$ cat config.mk
export PLATFORM = sky130hd
export DESIGN_NAME = pmlut_merge
export DESIGN_NICKNAME = d
export VERILOG_FILES = /design/src/sv/pmlut_pkg.sv /design/src/sv/pmlut_merge.sv
export SDC_FILE = /design/constraint.sdc
export NUM_CORES = 1
export LEC_CHECK = 0
export BUFFER_PORTS_ARGS = -buffer_cell sky130_fd_sc_hd__buf_2
export CAP_MARGIN = 20
export CORE_UTILIZATION = 57
export CTS_BUF_LIST = sky130_fd_sc_hd__clkbuf_4
export DETAILED_ROUTE_END_ITERATION = 10
export GPL_TIMING_DRIVEN = 0
export PLACE_DENSITY_LB_ADDON = 0.05
export RECOVER_POWER = 50
export SKIP_LAST_GASP = 1
export SYNTH_ARGS = -nofsm -noshare
export SYNTH_HDL_FRONTEND = slang
export SYNTH_SLANG_ARGS = --single-unit
$ cat constraint.sdc
create_clock -name clk -period 5.85 [get_ports clk]
set_input_delay 0.585 -clock clk [delete_from_list [all_inputs] [get_ports clk]]
set_output_delay 0.585 -clock clk [all_outputs]
set_load 0.1 [all_outputs]
$ cat src/sv/pmlut_pkg.sv
// ----------------------------------------------------------------------------
// pmlut_pkg: shared types for the premultiplied RGBA tone mapper
// Holds the operation code that travels with each input word.
// ----------------------------------------------------------------------------
package pmlut_pkg;

  // Kind of input word: a table load or a pixel.
  typedef enum logic {
    OP_LOAD  = 1'b0,
    OP_PIXEL = 1'b1
  } op_t;

endpackage

$ cat src/sv/pmlut_merge.sv
// ----------------------------------------------------------------------------
// pmlut_merge: lane merge and output stage
// Joins the three lane results with alpha, applies the zero alpha bypass and
// holds the result in an output register backed by one skid register.
// ----------------------------------------------------------------------------
module pmlut_merge
  import pmlut_pkg::*;
#(
  parameter int CB = 8
) (
  input  logic                           clk,
  input  logic                           rst_n,
  input  logic                           up_vld,
  input  op_t                            up_op,
  input  logic [CB-1:0]                  lane_r,
  input  logic [CB-1:0]                  lane_g,
  input  logic [CB-1:0]                  lane_b,
  input  logic [CB-1:0]                  orig_r,
  input  logic [CB-1:0]                  orig_g,
  input  logic [CB-1:0]                  orig_b,
  input  logic [CB-1:0]                  alpha,
  output logic                           up_ready,
  output logic                           out_tvalid,
  input  logic                           out_tready,
  output logic [((4*CB+7)/8)*8-1:0]      out_tdata
);

  localparam int OUT_W = ((4*CB+7)/8)*8;
  localparam int PAD_W = OUT_W - 4*CB;

  logic [4*CB-1:0] word;
  logic            push;
  logic            pop;
  logic [4*CB-1:0] out_r, out_nxt;
  logic [4*CB-1:0] skid_r, skid_nxt;
  logic            out_vld_r, out_vld_nxt;
  logic            skid_vld_r, skid_vld_nxt;

  // A pixel with zero alpha leaves unchanged.
  assign word = (alpha == '0) ? {alpha, orig_b, orig_g, orig_r}
                              : {alpha, lane_b, lane_g, lane_r};

  assign up_ready = !skid_vld_r;
  assign push     = up_vld && (up_op == OP_PIXEL) && up_ready;
  assign pop      = out_vld_r && out_tready;

  always_comb begin
    out_nxt      = out_r;
    skid_nxt     = skid_r;
    out_vld_nxt  = out_vld_r;
    skid_vld_nxt = skid_vld_r;
    if (skid_vld_r) begin
      if (pop) begin
        out_nxt      = skid_r;
        skid_vld_nxt = 1'b0;
      end
    end else if (!out_vld_r || pop) begin
      out_nxt     = word;
      out_vld_nxt = push;
    end else if (push) begin
      skid_nxt     = word;
      skid_vld_nxt = 1'b1;
    end
  end

  always_ff @(posedge clk) begin
    if (!rst_n) begin
      out_vld_r  <= 1'b0;
      skid_vld_r <= 1'b0;
    end else begin
      out_vld_r  <= out_vld_nxt;
      skid_vld_r <= skid_vld_nxt;
    end
  end

  always_ff @(posedge clk) begin
    out_r  <= out_nxt;
    skid_r <= skid_nxt;
  end

  assign out_tvalid = out_vld_r;
  assign out_tdata  = {{PAD_W{1'b0}}, out_r};

  a_skid_needs_out : assert property (@(posedge clk) disable iff (!rst_n)
    skid_vld_r |-> out_vld_r)
    else $error("skid register holds a word while the output register is empty");

  a_skid_on_stall : assert property (@(posedge clk) disable iff (!rst_n)
    $rose(skid_vld_r) |-> $past(out_vld_r && !out_tready))
    else $error("skid register filled without an output stall");

endmodule

==> flow_summary_export.csv <==
group,metric,value,unit
floorplan,die_w,75.3,um
grt,grt_pass1_wl,11700,um
detailed_routing,vias,2612,
timing,finalSetupTns,0,ps
logic_synthesis,synth_commonest_cells,"edfxtp_1, inv_1, nand2_1, nand3_1, nand4_1",
final_layout,fill_cells,401,
timing,clock.fmax,0.317,GHz
logic_synthesis,async_flop_share,0,
detailed_routing,antenna_left,0,
logic_synthesis,synth_cells,256,
hold_path,hold_depth,3,
logic_synthesis,synth_area,3060,um^2
critical_path,path_cells,"clkbuf_1 > clkbuf_1 > o21ai_0 > buf_16",
logic_synthesis,yosys.area_share.simple,0.141,
hold_path,hold_end,"out_tvalid",
critical_path,cp.required,5970,ps
critical_path,cp-start-kind,"flip-flop",
detailed_routing,viasPerCell,5.95,
timing,hold_viol,0,
placement,dp_slack,3550,ps
logic_synthesis,yosysTopAreaCellShare,0.628,
grt,grt_max_degree,19,
critical_path,r2r_end,"out_tdata[21]",
power_and_ir_drop,p_total,1.13,mW
job,drv_cap,1,
logic_synthesis,synth_mux_area_frac,0.0294,
logic_synthesis,yosys.area.top_type,"edfxtp_1",
detailed_routing,first_pass_iters,6,
timing,rsz0062_at_grt,"false",
timing,relSlewSlack,-0.687,
detailed_routing,drt_iter0_drc,275,
power_and_ir_drop,leakage,1.40,nW
critical_path,crit_slowest_cell,"o21ai_0",
placement,globalplace.congestion,0.750,
logic_synthesis,synth_flop_cell,"edfxtp_1",
floorplan,core_area,5140,um^2
grt,grt_pass1_vias,2399,
detailed_routing,wl,7450,um
critical_path,r2r_start,"skid_vld_r",
timing,setup-violations-final,0,
timing,period_minus_slack,3160,ps
logic_synthesis,synth_xor_area_frac,0,
cts,cts_hold_buffers,0,
final_layout,final_core_util,0.735,
floorplan,ioPinCount,95,
detailed_routing,drc,0,
timing,fin_ws,2690,ps
timing,hold_ws,411,ps
critical_path,criticalPathCategory,"flip-flop to flip-flop",
cts,cts_tree,"yes",
logic_synthesis,synth_top_family_by_area,"simple AND/OR/NAND/NOR gates",
logic_synthesis,ys_types,20,
cts,clockBufferDepth,2,
floorplan,rows,26,
placement,hpwl,5070,um
grt,track_usage,0.284,
logic_synthesis,synth_compound_area_frac,0.115,
timing,tightest_slew,2500,ps
cts,cts_made_buffers,9,
floorplan,initial_core_util,0.595,
cts,ctsResizeCount,0,
logic_synthesis,yosysMostFrequentCell,"edfxtp_1",
placement,numPortBuffers,94,
critical_path,r2r_setup_slack,2690,ps
critical_path,slowest_delay,1930,ps
final_layout,drive_above_1_share,0.309,
detailed_routing,routedWlPerCell,17.0,um
critical_path,end_kind,"flip-flop",
logic_synthesis,syn_avg_cell_area,11.9,um^2
status,failed_checks,"max-capacitance violations, max-slew violations",
logic_synthesis,yosys_warnings,0,
cts,cts.sinks,66,
status,status,"finished with violations",
timing,slew_viol_final,16,
cts,clock_latency,410,ps
critical_path,r2r_cells,4,
floorplan,die_area,5660,um^2
logic_synthesis,synth.area.top_cells,"edfxtp_1, o311ai_0, nand4_1, nand3_1, o21ai_1",
final_layout,nets,425,
logic_synthesis,seq_area_frac_synth,0.641,
power_and_ir_drop,p_per_area,298,nW/um^2
timing,min_period_over_period,0.540,
logic_synthesis,synthAdderAreaFrac,0,
critical_path,cp_data_arrival_time,3280,ps
hold_path,worstHoldStart,"rst_n",
critical_path,path_max_fanout,18,
cts,cts_root_buf,"clkbuf_4",
timing,fin_skew,7.96,ps
cts,h-tree-depth,3,
cts,cts_setup_buffers,0,
logic_synthesis,syn_nets,317,
hold_path,hold_class,"primary input to flip-flop",
floorplan,fp.dieH,75.3,um
logic_synthesis,ys_ff_latch,66,
logic_synthesis,synth_edf_count,64,
power_and_ir_drop,ir_drop,0.257,mV
critical_path,cpMostUsedCell,"clkbuf_1",
final_layout,area_delta_synth_final,23.5,%
grt,antenna_found_initial,0,
cts,path_clk_slew,100,ps
grt,overflow,0,
final_layout,antenna_cells,0,
-- sequential cells by signal, indices dropped and copies added, names as in the netlist --
name and flops:
out_tdata 32, skid_r 32, out_tvalid 1, skid_vld_r 1
-- logic make-up (layout without fill, tap and decap cells) --
family | Yosys count | after routing
AND/OR/NAND/NOR | 79 | 79
buffers and inverters | 51 | 164
flip-flops | 66 | 66
multiplexers | 8 | 8
AO/OA/AOI/OAI | 52 | 52
-- per-layer routing --
metal | wire length [um] | share of wire | track usage | vias up
met5 | 0 | 0 | 0 | -
met3 | 597 | 0.080 | 0.0602 | 15
met1 | 3010 | 0.40 | 0.381 | 1232
met4 | 127 | 0.017 | 0.111 | 0
li1 | - | - | - | 1199
met2 | 3720 | 0.50 | 0.457 | 166
-- layout by cell type, fill, tap and decap left out, types with 8 or more instances in the layout --
master	instances
o21ai_0	24
nand3_1	25
buf_2	84
mux2_2	8
nand4_1	24
inv_1	26
clkbuf_1	32
o311ai_0	23
clkbuf_4	10
edfxtp_1	64
nand2_1	25
-- worst max path at each step --
| stage | startpoint | endpoint | slack (ps) | depth (start not counted) |
|---|---|---|---|---|
| floorplan | out_tvalid | skid_r[0] | 1920 | 1 |
| global placement | up_vld | skid_r[18] | 890 | 3 |
| detailed placement | up_vld | skid_r[21] | 3550 | 5 |
| CTS | skid_vld_r | up_ready | 3320 | 4 |
| global route | skid_vld_r | out_tdata[0] | 2320 | 4 |
| finish | skid_vld_r | out_tdata[21] | 2690 | 4 |
-- cell type report --
cell class                      instances  area (um^2)  area share
Buffer                                 24          109      0.0288
Clock buffer                           10         75.1      0.0199
Clock inverter                          6         81.3      0.0215
Inverter                               27          101      0.0268
Multi-Input combinational cell        139          861       0.228
Sequential cell                        66         1960       0.519
Tap cell                               70         87.6      0.0232
Timing Repair Buffer                   97          500       0.132
-- worst max-delay path: cells and delay by family, from the launching register on --
| family | cells | cell delay (ps) |
|---|---|---|
| buffers and inverters | 3 | 610 |
| AOI/OAI and AO/OA | 1 | 1930 |
| DFF | 1 | 310 |
-- power breakdown --
part	internal [mW]	switching [mW]	total (mW)
Combinational	0.0414	0.194	0.235
Sequential	0.544	0.00556	0.550
Clock	0.175	0.166	0.341
Total	0.761	0.366	1.13
-- per-stage QoR --
step | cells | cell area, um^2
2_1_floorplan | 256 | 3060
3_3_place_gp | 420 | 3620
3_5_place_dp | 423 | 3690
4_1_cts | 439 | 3840
5_1_grt | 439 | 3780
6_report | 439 | 3780
No activity file was read; power rests on OpenSTA's default activity.
