===== src/sv/pmlut_pkg.sv =====
// ----------------------------------------------------------------------------
// pmlut_pkg: shared types for the premultiplied RGBA tone mapper
// Holds the operation code that travels with each input word.
// ----------------------------------------------------------------------------
package pmlut_pkg;

  // Kind of input word: a table load or a pixel.
  typedef enum logic {
    OP_LOAD  = 1'b0,
    OP_PIXEL = 1'b1
  } op_t;

endpackage


===== src/sv/pmlut_lane.sv =====
// ----------------------------------------------------------------------------
// pmlut_lane: one colour channel lane
// Un-premultiplies one channel by a pipelined restoring divider, maps it
// through a private copy of the tone table and premultiplies it again.
// ----------------------------------------------------------------------------
module pmlut_lane
  import pmlut_pkg::*;
#(
  parameter int CB = 8
) (
  input  logic          clk,
  input  logic          en,
  input  logic [CB-1:0] chan,
  input  logic [CB-1:0] alpha,
  input  logic          wr_vld,
  input  op_t           wr_op,
  input  logic [CB-1:0] wr_idx,
  input  logic [CB-1:0] wr_val,
  output logic [CB-1:0] res
);

  localparam int          DEPTH = 2 ** CB;
  localparam logic [CB-1:0] MAXV = {CB{1'b1}};
  localparam logic [2*CB-1:0] HALF = {{(CB+1){1'b0}}, {(CB-1){1'b1}}};

  // Divider stages: stage 0 holds the prepared numerator, stage k has k
  // quotient bits resolved.
  logic [CB-1:0] rem_r   [0:CB];
  logic [CB-1:0] low_r   [0:CB];
  logic [CB-1:0] quot_r  [0:CB];
  logic          sat_r   [0:CB];
  logic [CB-1:0] dalpha_r[0:CB];

  logic [2*CB-1:0] numer;

  assign numer = {chan, {CB{1'b0}}} - {{CB{1'b0}}, chan};

  always_ff @(posedge clk) begin
    if (en) begin
      rem_r[0]    <= numer[2*CB-1:CB];
      low_r[0]    <= numer[CB-1:0];
      quot_r[0]   <= '0;
      sat_r[0]    <= (chan >= alpha);
      dalpha_r[0] <= alpha;
    end
  end

  genvar k;
  generate
    for (k = 1; k <= CB; k++) begin : g_div
      logic [CB:0] trial;
      logic [CB:0] diff;
      logic        ge;

      assign trial = {rem_r[k-1], low_r[k-1][CB-k]};
      assign ge    = (trial >= {1'b0, dalpha_r[k-1]});
      assign diff  = trial - {1'b0, dalpha_r[k-1]};

      always_ff @(posedge clk) begin
        if (en) begin
          rem_r[k]    <= ge ? diff[CB-1:0] : trial[CB-1:0];
          low_r[k]    <= low_r[k-1];
          quot_r[k]   <= {quot_r[k-1][CB-2:0], ge};
          sat_r[k]    <= sat_r[k-1];
          dalpha_r[k] <= dalpha_r[k-1];
        end
      end
    end
  endgenerate

  // Tone table copy, written in stream order with the load words.
  logic [CB-1:0] tone_mem [0:DEPTH-1];
  logic [CB-1:0] unpre;
  logic [CB-1:0] tval_r;
  logic [CB-1:0] talpha_r;

  assign unpre = sat_r[CB] ? MAXV : quot_r[CB];

  always_ff @(posedge clk) begin
    if (en) begin
      if (wr_vld && (wr_op == OP_LOAD)) begin
        tone_mem[wr_idx] <= wr_val;
      end
      tval_r   <= tone_mem[unpre];
      talpha_r <= dalpha_r[CB];
    end
  end

  // Re-premultiply: product plus half, then division by MAXV as an
  // estimate followed by a single correction.
  logic [2*CB-1:0] prod_r;
  logic [2*CB-1:0] prod2_r;
  logic [2*CB-1:0] esum;
  logic [CB-1:0]   est_r;
  logic [2*CB-1:0] remd;
  logic [CB-1:0]   res_r;

  assign esum = prod_r + {{CB{1'b0}}, prod_r[2*CB-1:CB]};
  assign remd = prod2_r - {est_r, {CB{1'b0}}} + {{CB{1'b0}}, est_r};

  always_ff @(posedge clk) begin
    if (en) begin
      prod_r  <= (2*CB)'(tval_r * talpha_r) + HALF;
      est_r   <= esum[2*CB-1:CB];
      prod2_r <= prod_r;
      res_r   <= est_r + CB'(remd >= {{CB{1'b0}}, MAXV});
    end
  end

  assign res = res_r;

endmodule


===== config.mk =====
export PLATFORM = sky130hd
export DESIGN_NAME = pmlut_lane
export DESIGN_NICKNAME = d
export VERILOG_FILES = /design/src/sv/pmlut_pkg.sv /design/src/sv/pmlut_lane.sv
export SDC_FILE = /design/constraint.sdc
export NUM_CORES = 2
export LEC_CHECK = 0
export ABC_AREA = 1
export BUFFER_PORTS_ARGS = -buffer_cell sky130_fd_sc_hd__buf_4
export CAP_MARGIN = 20
export CELL_PAD_IN_SITES_DETAIL_PLACEMENT = 1
export CELL_PAD_IN_SITES_GLOBAL_PLACEMENT = 1
export CORE_MARGIN = 3
export CORE_UTILIZATION = 50
export DETAILED_ROUTE_END_ITERATION = 16
export PLACE_DENSITY = 0.87
export SKIP_LAST_GASP = 1
export SLEW_MARGIN = 5
export SYNTH_ARGS = -nofsm -noshare
export SYNTH_HDL_FRONTEND = slang
export SYNTH_SLANG_ARGS = --single-unit

===== constraint.sdc =====
create_clock -name clk -period 11.9 [get_ports clk]
set_input_delay 0 -clock clk [delete_from_list [all_inputs] [get_ports clk]]
set_output_delay 0 -clock clk [all_outputs]
set_load 0.005 [all_outputs]

==> run_results.csv <==
group,metric,value,unit
drt,drc,0,
power,vdd_ir_drop_max,138,uV
logic_synthesis,ys_ff_latch,2329,
worst_hold_path,min-delay-path-class,"input port to flop",
clock_network,h-tree-depth,4,
finish,layout_commonest_cell,"nand2_1",
logic_synthesis,synth-seq-area-share,0.681,
setup_path,cp_cell_sequence,"nor2_8 -> buf_4 -> buf_4 -> buf_4 -> buf_4 -> a21oi_1 -> o21ai_0 -> nand3_1 -> nand3_1 -> nand3_1 -> nand3_1 -> nand3_1 -> nand3_1 -> nand2_1",
sta,fin_setup_tns,0,ns
setup_path,slowest_stage,"buf_4",
placement,finalWeightedCongestion,0.852,
clock_network,cts-root-buf,"clkbuf_16",
power,powerDensity,187,nW/um^2
global_route,grt_overflow,0,
power,p_int,0.0146,W
global_route,grt_pass1_wl,513,mm
sta,hold_viol_final,0,
floorplanning,initial_utilization,0.505,
sta,min_period,6.40,ns
setup_path,endpoint_kind,"flop",
clock_network,cts_tree,"done",
global_route,antenna_found_initial,12,
clock_network,cts_buffer_depth,3,
logic_synthesis,synthArstFlopShare,0,
sta,rsz0062_at_grt,"no",
drt,wl,345,mm
logic_synthesis,synth_edf_count,2329,
logic_synthesis,synthCells,9403,
setup_path,cp_max_fo,73,
logic_synthesis,syn_area,103000,um^2
run,maxCapViolations,0,
power,p_sw_frac,0.306,
clock_network,cts.repair.resized,0,
power,seq_power_share,0.452,
clock_network,clk-insertion-delay-late,0.91,ns
floorplanning,dieArea,211000,um^2
drt,drt_first_pass_iters,6,
logic_synthesis,ys_warn_count,0,
power,power_frac_comb,0.199,
sta,holdWs,0.114,ns
power,pwr-share-clk,0.349,
setup_path,cpMostUsedCell,"nand3_1",
floorplanning,fp.coreArea,203000,um^2
global_route,grt_pass1_vias,81300,
floorplanning,pin_count,44,
floorplanning,dieWidth,459,um
drt,ant_nets,0,
setup_path,cp.required,12.49,ns
floorplanning,fp-row-count,165,
drt,drt_iter0_drc,11000,
sta,max_freq,156,MHz
finish,fillers,20900,
placement,port_buffers,43,
clock_network,cts_hold_buf,46,
finish,layout-drive-gt1-share,0.0506,
global_route,grt_usage,0.322,
power,net-switching-power,0.00644,W
drt,wl_per_cell,28.4,um
clock_network,cts_setup_buffers,0,
sta,skew,0.0528,ns
logic_synthesis,synth_nets,9633,
sta,fin_crit_sh,0.538,
clock_network,cts_buffers,228,
finish,area_growth,9.70,%
sta,drv_slew,0,
finish,seq_area,69900,um^2
logic_synthesis,synth.distinct_cells,45,
status,status,"completed",
setup_path,crit_family,"buffers and inverters",
finish,layout_common_cells,"nand2_1, edfxtp_1, nand3_1",
setup_path,crit_arrival,6.99,ns
drt,num_vias,75900,
finish,multiInputGateArea,25400,um^2
placement,dpl.hpwl,186,mm
setup_path,cp_slowest_stage_delay,0.82,ns
sta,max_slew_margin,0.178,
logic_synthesis,yosys_most_used_dff,"edfxtp_1",
power,p_leak,44.2,nW
clock_network,clk_pin_slew,0.07,ns
setup_path,worst-path-buf-inv,4,
global_route,grt_max_degree,251,
logic_synthesis,avgSynthCellArea,10.9,um^2
floorplanning,die_h,459,um
clock_network,clock-sinks,2329,
drt,via_per_inst,6.23,
setup_path,worst_setup_path_start_kind,"flop",
setup_path,timing_worst_setup_path_type,"flop to flop",
finish,nNetsFinal,9538,
sta,tightest_slew,1.23,ns
sta,setup_viol,0,
worst register-to-register path, stage by stage (launching register included):
cell and delay (ns):
edfxtp_1 0.72, nor2_8 0.80, buf_4 0.80, buf_4 0.83, buf_4 0.92, buf_4 0.79
a21oi_1 0.15, o21ai_0 0.16, nand3_1 0.12, nand3_1 0.13, nand3_1 0.15, nand3_1 0.26
nand3_1 0.10, nand3_1 0.10, nand2_1 0.07
cell families (layout without fill, tap and decap cells):
family                   count (synthesis)  count (layout)  synth area share
other                                    0              16                 0
AO/OA/AOI/OAI                          725             725            0.0399
buffers and inverters                 1841            1932            0.0730
flip-flops                            2329            2329             0.681
AND/OR/NAND/NOR                       4240            4240             0.173
adder cells (fa/ha/maj)                194             194            0.0272
XOR/XNOR                                74              74           0.00631
Yosys cell counts, types with 4 or more instances:
cell type / count / area share
o211ai_1: 172 / 0.013
ha_1: 145 / 0.018
buf_1: 32 / 0.0012
buf_6: 5 / 0.00055
nor2_1: 421 / 0.015
inv_1: 1337 / 0.049
nor3_1: 20 / 0.00097
fa_1: 49 / 0.0095
xor2_1: 52 / 0.0044
o21ai_0: 222 / 0.011
xnor2_1: 22 / 0.0019
clkbuf_1: 139 / 0.0051
a21oi_1: 312 / 0.015
buf_4: 57 / 0.0042
nand2_1: 2376 / 0.087
a21o_1: 4 / 0.00029
edfxtp_1: 2329 / 0.68
buf_2: 267 / 0.013
nand3_1: 1390 / 0.068
nand4_1: 17 / 0.0010
metrics by stage:
step | util | power [W] | setup WS, ns | std cells | cell area [um^2]
CTS | 0.554 | 0.0209 | 5.69 | 12200 | 113000
global route | 0.554 | 0.0217 | 5.34 | 12200 | 113000
detailed placement | 0.515 | 0.0135 | 5.80 | 11700 | 105000
finish | 0.554 | 0.0211 | 5.50 | 12200 | 113000
global placement | 0.515 | 0.0131 | 6.05 | 11700 | 105000
floorplan | - | 0.0122 | 7.62 | 9403 | 103000
cell type report:
type / instances / share of cell area
flip-flops and latches: 2329 / 0.620
multi-input cells: 5233 / 0.226
inverters: 1341 / 0.0449
repair buffers: 175 / 0.0145
well taps: 2672 / 0.0297
clock inverters: 148 / 0.0117
diodes: 16 / 0.000355
clock buffers: 268 / 0.0531
power groups by stage:
stage          registers [W]  logic [W]  clock network (W)
3_5_place_dp         0.00966    0.00384                  0
6_report             0.00952    0.00418            0.00736
2_1_floorplan        0.00958    0.00265                  0
4_1_cts              0.00950    0.00406            0.00733
3_3_place_gp         0.00964    0.00347                  0
5_1_grt              0.00952    0.00452            0.00768
layer usage:
layer / part of all wire / wire (um) / vias to the layer above / track usage
li1: - / - / 31400 / -
met1: 0.35 / 120000 / 37800 / 0.385
met2: 0.49 / 168000 / 5307 / 0.535
met3: 0.098 / 33800 / 1412 / 0.0653
met4: 0.067 / 23300 / 14 / 0.204
met5: 0.00028 / 95 / - / 0
state kept, by name, summed over array words and instances, names as in the netlist:
name,cells
res,8
dalpha_r,72
quot_r,36
est_r,8
low_r,36
tval_r,8
talpha_r,8
sat_r,9
rem_r,64
prod_r,16
tone_mem,2048
prod2_r,16
path summary, 6_finish.rpt:
check | start | endpoint | depth (start not counted) | slack (ns)
setup / recovery | sat_r[8] | tval_r[1] | 14 | 5.50
hold / removal | chan[4] | low_r[0][4] | 3 | 0.11
setup reg to reg | sat_r[8] | tval_r[1] | 14 | 5.50
hold reg to reg | quot_r[0][61] | quot_r[0][70] | 0 | 0.41
Power figures use the tool's default switching activity.
